File: src/rtl/apf_pkg.sv
// Package with the shared types and constants of the packet header filter.
`default_nettype none

package apf_pkg;

    // Default ceiling of the saturating payload counter.
    localparam int unsigned MAX_PACKET_BYTES_DEF = 255;

    // Address that every node accepts.
    localparam logic [7:0] BROADCAST_ADDR = 8'hFF;

    // Value of a header field that has not been received yet.
    localparam logic [7:0] EMPTY_FIELD = 8'hFF;

    // Number of header bytes in front of the payload.
    localparam logic [2:0] HEADER_BYTES = 3'd4;

    // Header byte positions.
    localparam logic [2:0] HDR_DEST   = 3'd0;
    localparam logic [2:0] HDR_SOURCE = 3'd1;
    localparam logic [2:0] HDR_MSG_ID = 3'd2;
    localparam logic [2:0] HDR_LENGTH = 3'd3;

    typedef enum logic [1:0] {
        ST_OK          = 2'd0,
        ST_NOT_FOR_ME  = 2'd1,
        ST_BAD_LENGTH  = 2'd2
    } t_status;

    typedef struct packed {
        logic [7:0] rx_byte;
        logic       last_byte;
    } t_in_word;

    typedef struct packed {
        logic [7:0] payload_data;
        logic       payload_valid;
        logic       packet_done;
        logic [1:0] status;
        logic [7:0] destination;
        logic [7:0] source;
        logic [7:0] message_id;
        logic [7:0] declared_length;
        logic [7:0] payload_count;
    } t_out_word;

endpackage

`default_nettype wire

File: src/rtl/apf_parse.sv
// Header capture, payload counting and status decision for one accepted byte per cycle.
`default_nettype none

module apf_parse #(
    parameter int unsigned MAX_PACKET_BYTES = apf_pkg::MAX_PACKET_BYTES_DEF
) (
    input  wire logic              i_clk,
    input  wire logic              i_rst_n,
    input  wire logic              i_accept,
    input  wire apf_pkg::t_in_word i_word,
    input  wire logic [7:0]        i_local_address,
    output apf_pkg::t_out_word     o_result
);
    import apf_pkg::*;

    localparam logic [7:0] MaxCount = 8'(MAX_PACKET_BYTES);

    logic [2:0] r_position;
    logic [7:0] r_dest;
    logic [7:0] r_source;
    logic [7:0] r_msg_id;
    logic [7:0] r_length;
    logic [7:0] r_count;

    logic [2:0] n_position;
    logic [7:0] n_dest;
    logic [7:0] n_source;
    logic [7:0] n_msg_id;
    logic [7:0] n_length;
    logic [7:0] n_count;
    logic       is_payload;
    t_status    status;

    // Update of the packet state as if this byte were accepted.
    always_comb begin
        n_position = r_position;
        n_dest     = r_dest;
        n_source   = r_source;
        n_msg_id   = r_msg_id;
        n_length   = r_length;
        n_count    = r_count;
        is_payload = (r_position >= HEADER_BYTES);
        if (is_payload) begin
            if (r_count < MaxCount) begin
                n_count = r_count + 8'd1;
            end
        end else begin
            case (r_position)
                HDR_DEST:   n_dest   = i_word.rx_byte;
                HDR_SOURCE: n_source = i_word.rx_byte;
                HDR_MSG_ID: n_msg_id = i_word.rx_byte;
                default:    n_length = i_word.rx_byte;
            endcase
            n_position = r_position + 3'd1;
        end
    end

    // The destination check takes precedence over the length check.
    always_comb begin
        if (n_dest != i_local_address && n_dest != BROADCAST_ADDR) begin
            status = ST_NOT_FOR_ME;
        end else if (n_position < HEADER_BYTES || n_count != n_length) begin
            status = ST_BAD_LENGTH;
        end else begin
            status = ST_OK;
        end
    end

    always_comb begin
        o_result = '0;
        if (is_payload) begin
            o_result.payload_data  = i_word.rx_byte;
            o_result.payload_valid = 1'b1;
        end
        if (i_word.last_byte) begin
            o_result.packet_done     = 1'b1;
            o_result.status          = status;
            o_result.destination     = n_dest;
            o_result.source          = n_source;
            o_result.message_id      = n_msg_id;
            o_result.declared_length = n_length;
            o_result.payload_count   = n_count;
        end
    end

    // The final byte returns all packet state to its start values.
    always_ff @(posedge i_clk) begin
        if (!i_rst_n) begin
            r_position <= '0;
            r_dest     <= EMPTY_FIELD;
            r_source   <= EMPTY_FIELD;
            r_msg_id   <= EMPTY_FIELD;
            r_length   <= EMPTY_FIELD;
            r_count    <= '0;
        end else if (i_accept) begin
            if (i_word.last_byte) begin
                r_position <= '0;
                r_dest     <= EMPTY_FIELD;
                r_source   <= EMPTY_FIELD;
                r_msg_id   <= EMPTY_FIELD;
                r_length   <= EMPTY_FIELD;
                r_count    <= '0;
            end else begin
                r_position <= n_position;
                r_dest     <= n_dest;
                r_source   <= n_source;
                r_msg_id   <= n_msg_id;
                r_length   <= n_length;
                r_count    <= n_count;
            end
        end
    end

endmodule

`default_nettype wire

File: src/rtl/apf_out_reg.sv
// Result register between the decision logic and the output channel.
`default_nettype none

module apf_out_reg (
    input  wire logic               i_clk,
    input  wire logic               i_rst_n,
    input  wire logic               i_load,
    input  wire apf_pkg::t_out_word i_result,
    output logic                    o_full_blocked,
    input  wire logic               i_out_stall,
    output logic                    o_out_valid,
    output apf_pkg::t_out_word      o_out_word
);
    import apf_pkg::*;

    logic      r_valid;
    t_out_word r_word;

    // A new word may enter when the register is empty or is being taken.
    assign o_full_blocked = r_valid && i_out_stall;
    assign o_out_valid    = r_valid;
    assign o_out_word     = r_word;

    always_ff @(posedge i_clk) begin
        if (!i_rst_n) begin
            r_valid <= 1'b0;
        end else if (i_load) begin
            r_valid <= 1'b1;
        end else if (!i_out_stall) begin
            r_valid <= 1'b0;
        end
    end

    always_ff @(posedge i_clk) begin
        if (i_load) begin
            r_word <= i_result;
        end
    end

endmodule

`default_nettype wire

File: src/rtl/addressed_packet_header_filter.sv
// Top level of the addressed packet header filter.
// The block takes a received packet one byte per input word, header first:
// destination, source, message id and declared payload length, then payload.
// The input channel carries rx_byte and last_byte; a word is taken at a rising
// edge with i_in_valid high and o_in_stall low. Every input word yields exactly
// one output word. Payload bytes come out with payload_valid set, and the
// output word for the final byte carries packet_done, the header fields, the
// saturating payload count and the status (ok, not for this node, or length
// mismatch; not for this node takes precedence over length mismatch).
// Results are registered: the result of a word taken at one edge is offered
// on o_out_valid after that edge. Throughput is one word per cycle while the
// receiver does not stall; the result register refills in the cycle it drains.
// When the receiver stalls, the result register holds its word and o_in_stall
// rises, so no more input is taken until the word is delivered.
// The local address is written through its own valid/ready port, which is
// always ready. A synchronous active-low reset empties the result register,
// clears the header state to its start values and sets the local address to 0.
`default_nettype none

module addressed_packet_header_filter #(
    parameter int unsigned MAX_PACKET_BYTES = apf_pkg::MAX_PACKET_BYTES_DEF
) (
    input  wire logic               i_clk,
    input  wire logic               i_rst_n,
    input  wire logic               i_cfg_valid,
    output logic                    o_cfg_ready,
    input  wire logic [7:0]         i_cfg_data,
    input  wire logic               i_in_valid,
    output logic                    o_in_stall,
    input  wire apf_pkg::t_in_word  i_in_word,
    output logic                    o_out_valid,
    input  wire logic               i_out_stall,
    output apf_pkg::t_out_word      o_out_word
);
    import apf_pkg::*;

    logic [7:0] r_local_address;
    logic       in_accept;
    logic       out_blocked;
    t_out_word  result;

    assign o_cfg_ready = 1'b1;

    always_ff @(posedge i_clk) begin
        if (!i_rst_n) begin
            r_local_address <= '0;
        end else if (i_cfg_valid && o_cfg_ready) begin
            r_local_address <= i_cfg_data;
        end
    end

    // Input is held off only while a finished word waits on a stalled receiver.
    assign o_in_stall = out_blocked;
    assign in_accept  = i_in_valid && !out_blocked;

    apf_parse #(
        .MAX_PACKET_BYTES(MAX_PACKET_BYTES)
    ) u_parse (
        .i_clk           (i_clk),
        .i_rst_n         (i_rst_n),
        .i_accept        (in_accept),
        .i_word          (i_in_word),
        .i_local_address (r_local_address),
        .o_result        (result)
    );

    apf_out_reg u_out_reg (
        .i_clk          (i_clk),
        .i_rst_n        (i_rst_n),
        .i_load         (in_accept),
        .i_result       (result),
        .o_full_blocked (out_blocked),
        .i_out_stall    (i_out_stall),
        .o_out_valid    (o_out_valid),
        .o_out_word     (o_out_word)
    );

    // Words that do not close a packet carry no header or status information.
    assert property (@(posedge i_clk) disable iff (!i_rst_n)
        o_out_valid && !o_out_word.packet_done |->
            o_out_word.status == ST_OK && o_out_word.destination == 8'd0 &&
            o_out_word.payload_count == 8'd0)
        else $error("header fields set on a word that does not end a packet");

    // The payload counter never passes its ceiling.
    assert property (@(posedge i_clk) disable iff (!i_rst_n)
        o_out_valid |-> o_out_word.payload_count <= 8'(MAX_PACKET_BYTES))
        else $error("payload count above the configured maximum");

    // An accepted packet is only reported ok when the count matches the header.
    assert property (@(posedge i_clk) disable iff (!i_rst_n)
        o_out_valid && o_out_word.packet_done && o_out_word.status == ST_OK |->
            o_out_word.payload_count == o_out_word.declared_length)
        else $error("ok status with a payload length mismatch");

    // Reset empties the result register.
    assert property (@(posedge i_clk)
        !i_rst_n |=> !o_out_valid)
        else $error("output valid right after reset");

endmodule

`default_nettype wire
File: config.mk
export PLATFORM = sky130hd
export DESIGN_NAME = addressed_packet_header_filter
export DESIGN_NICKNAME = d
export VERILOG_FILES = /design/src/rtl/apf_pkg.sv /design/src/rtl/apf_parse.sv /design/src/rtl/apf_out_reg.sv /design/src/rtl/addressed_packet_header_filter.sv
export SDC_FILE = /design/constraint.sdc
export NUM_CORES = 1
export LEC_CHECK = 0
export BUFFER_PORTS_ARGS = -buffer_cell sky130_fd_sc_hd__buf_2
export CAP_MARGIN = 0
export CORE_AREA = 2 2 119 121
export CTS_CLUSTER_DIAMETER = 200
export CTS_CLUSTER_SIZE = 8
export DETAILED_ROUTE_END_ITERATION = 6
export DIE_AREA = 0 0 121 123
export PLACE_DENSITY_LB_ADDON = 0.1
export SLEW_MARGIN = 20
export SYNTH_ARGS = -nofsm -noshare
export SYNTH_HDL_FRONTEND = slang
export SYNTH_SLANG_ARGS = --single-unit
export TNS_END_PERCENT = 10
File: constraint.sdc
create_clock -name i_clk -period 5.15 [get_ports i_clk]
set_clock_uncertainty 0.15 [all_clocks]
set_input_delay 1.03 -clock i_clk [delete_from_list [all_inputs] [get_ports i_clk]]
set_output_delay 1.03 -clock i_clk [all_outputs]
set_load 0.03 [all_outputs]
==> metrics.md <==
| Metric | Value |
|---|---|
| Share of cells above drive strength 1 | `0.200` |
| R2R setup slack | `1930 ps` |
| Hold Path Stages | `2` |
| Die Height | `123 um` |
| Starting Density | `0.340` |
| Post-Syn Area | `0.00463 mm2` |
| Via Count | `3502` |
| Status | `completed` |
| Die ar. | `0.0149 mm2` |
| Synth Register Bits | `104` |
| FF-to-FF Start | `u_parse.r_position[0]` |
| Largest net degree at the start of global routing | `53` |
| Setup repair bufs after CTS | `0` |
| Dpl ws | `1710 ps` |
| GRT Residual Overflow | `0` |
| Syn avg cell area | `10.2 um2` |
| Slowest cell delay on critical path | `790 ps` |
| Initial antenna violation count | `0` |
| Total negative slack | `0 ps` |
| DR iter-0 viols | `282` |
| Cts hold-fix bufs | `0` |
| GRT Total Usage | `0.167` |
| DP HPWL | `8.02 mm` |
| Non-filler cells, final | `700` |
| Hold WC Path Type | `register to register` |
| TritonCTS clock tree | `done` |
| Worst-Skew Late Latency | `350 ps` |
| LEAKAGE | `2.14 nW` |
| Area delta synth->final | `16.7%` |
| CP Capture Type | `register` |
| Min Tclk post-route | `3220 ps` |
| Fin. max-slew vios | `0` |
| Worst slew pin tran | `941 ps` |
| Max-cap violations | `0` |
| Worst vdd ir | `0.142 mV` |
| Vias in the first global route | `3432` |
| Slowest stage cell, crit path | `nor4_4` |
| Root buf cell | `clkbuf_16` |
| Worst setup SP type | `register` |
| Setup slack after layout | `1930 ps` |
| Clock buffer count from CTS | `9` |
| Sequential share of the synthesized area | `0.562` |
| Placer congestion estimate | `0.784` |
| Pwr dens | `332 mW/mm2` |
| Diodes inserted | `0` |
| First-pass DRT Iterations | `7` |
| Ys Warns | `0` |
| Primary FF master, synth | `edfxtp_1` |
| Hold_sp | `u_parse.r_source[1]` |
| Critical Path RT | `5080 ps` |
| PostCTS Resize Cnt | `0` |
| Vias per inst | `5.00` |
| Wirelength, routed | `11.8 mm` |
| Post-Syn Nets | `482` |
| Hold EP | `u_parse.r_source[1]` |
| Ports | `77` |
| Die X | `121 um` |
| Crit-path max FO | `12` |
| H-tree levels | `3` |
| Fin. Hold Viols | `0` |
| Post-route DRC | `0` |
| Std-Cell Rows | `43` |
| Gate count of the mapped netlist | `455` |
| Fin crit share | `0.625` |
| Max_slew headroom | `0.373` |
| EDFF count, synth | `52` |
| Final setup fails | `0` |
| CP arrival | `3150 ps` |
| CTS Buffer Depth | `2` |
| Crit-path cells | `inv_1 > ha_1 > nor4_4 > mux2i_1 > or3_1 > a222oi_1 > nor4b_2 > a211oi_1` |
| Crit path kind | `register to register` |
| Fin nets | `542` |
| RSZ-0062 raised after global routing | `false` |
| CTS clk-pin slew, worst paths | `70 ps` |
| Clock Sinks | `104` |
| Post-route ant nets | `0` |
| Netlist cell types | `44` |
| Global-route wire length before repair | `18.8 mm` |
| Fmax | `311 MHz` |
| Routed len/inst | `16.9 um` |
| Core Box Area | `0.0136 mm2` |
| DP Cell Count | `684` |
| Buffers on Ports | `75` |
| Reg2Reg Depth | `8` |
| R2r endpoint | `u_out_reg.o_out_word[41]` |
| Ys async rst share | `0` |
synthesized netlist by cell type (2+ instances only):
cell / instances / share of area
edfxtp_1: 52 / 0.34
and4_1: 4 / 0.0076
o21ai_0: 14 / 0.015
and2_1: 13 / 0.018
xnor2_1: 12 / 0.023
a32oi_1: 2 / 0.0038
nor2_1: 33 / 0.027
mux2i_1: 26 / 0.056
nor4_1: 3 / 0.0041
a22oi_1: 5 / 0.0081
nand3_1: 4 / 0.0043
xor2_1: 4 / 0.0076
inv_1: 6 / 0.0049
clkbuf_1: 22 / 0.018
nor3_1: 5 / 0.0054
a41oi_1: 2 / 0.0038
o22ai_1: 29 / 0.039
nand4_1: 2 / 0.0027
nand2b_1: 2 / 0.0027
or2_2: 8 / 0.011
a31oi_1: 2 / 0.0027
dfxtp_1: 52 / 0.22
nand2_1: 77 / 0.062
buf_2: 4 / 0.0043
o21a_1: 2 / 0.0032
nor2b_1: 19 / 0.026
or3_1: 5 / 0.0068
ha_1: 5 / 0.014
a21oi_1: 26 / 0.028
logic make-up after synthesis:
logic type,Yosys count,synth area share
compound gates,88,0.115
xor+xnor,16,0.0302
fa+ha+maj,5,0.0135
buf+inv,35,0.0319
flops,104,0.562
mux,27,0.0586
other cells,1,0.000809
simple gates,179,0.188
state kept, by name, summed over array words and instances, names as in the netlist:
signal	count
u_out_reg.o_out_word	52
r_local_address	8
u_parse.r_count	8
u_parse.r_dest	8
u_parse.r_length	8
u_parse.r_msg_id	8
u_parse.r_source	8
u_parse.r_position	3
u_out_reg.o_out_valid	1
layout make-up:
class	count	area [um2]
fillers	1342	8200
flip-flops and latches	104	2600
multi-input cells	316	1880
repair buffers	77	390
clock buffers	9	225
well taps	180	225
clock inverters	7	55.1
inverters	7	26.3
where the power goes:
part	total [mW]	internal [mW]	switching, mW
clock	0.657	0.334	0.323
sequential	0.919	0.907	0.0122
combinational	0.221	0.0647	0.157
total	1.80	1.31	0.492
critical path, delay by kind of cell, from the launching register on:
family	cells	cell delay, ps
simple gates	3	1390
mux	1	230
fa+ha+maj	1	240
flops	1	400
compound gates	2	460
buf+inv	1	90
routing by layer:
metal	vias up	track usage	part of all wire
met5	-	0	0
met4	0	0.0545	0.014
met3	9	0.0327	0.045
met2	91	0.260	0.45
met1	1669	0.234	0.50
li1	1733	-	-
cells in the final DEF, fill, tap and decap left out, types with 8 or more instances in the layout:
master	count
nand2_1	77
buf_2	75
dfxtp_1	52
edfxtp_1	52
nor2_1	33
o22ai_1	29
a21oi_1	26
mux2i_1	26
nor2b_1	19
o21ai_0	14
and2_1	13
xnor2_1	12
clkbuf_16	9
or2_2	8
through the flow:
step                utilization  cell area (um2)  power (mW)  hold WS [ps]
global route              0.397             5410        1.87           370
CTS                       0.397             5410        1.82           333
floorplan                     -             4630        1.09           291
finish                    0.397             5410        1.80           343
detailed placement        0.377             5130        1.16           313
global placement          0.377             5130        1.16           317
worst max path at each step:
stage / endpoint / start
finish: u_out_reg.o_out_word[41] / u_parse.r_position[0]
global route: u_out_reg.o_out_word[41] / u_parse.r_position[0]
CTS: u_out_reg.o_out_word[41] / u_parse.r_position[0]
detailed placement: u_parse.r_msg_id[6] / i_out_stall
global placement: u_parse.r_count[2] / i_out_stall
floorplan: u_parse.r_source[1] / i_out_stall
Power figures use the tool's default switching activity.
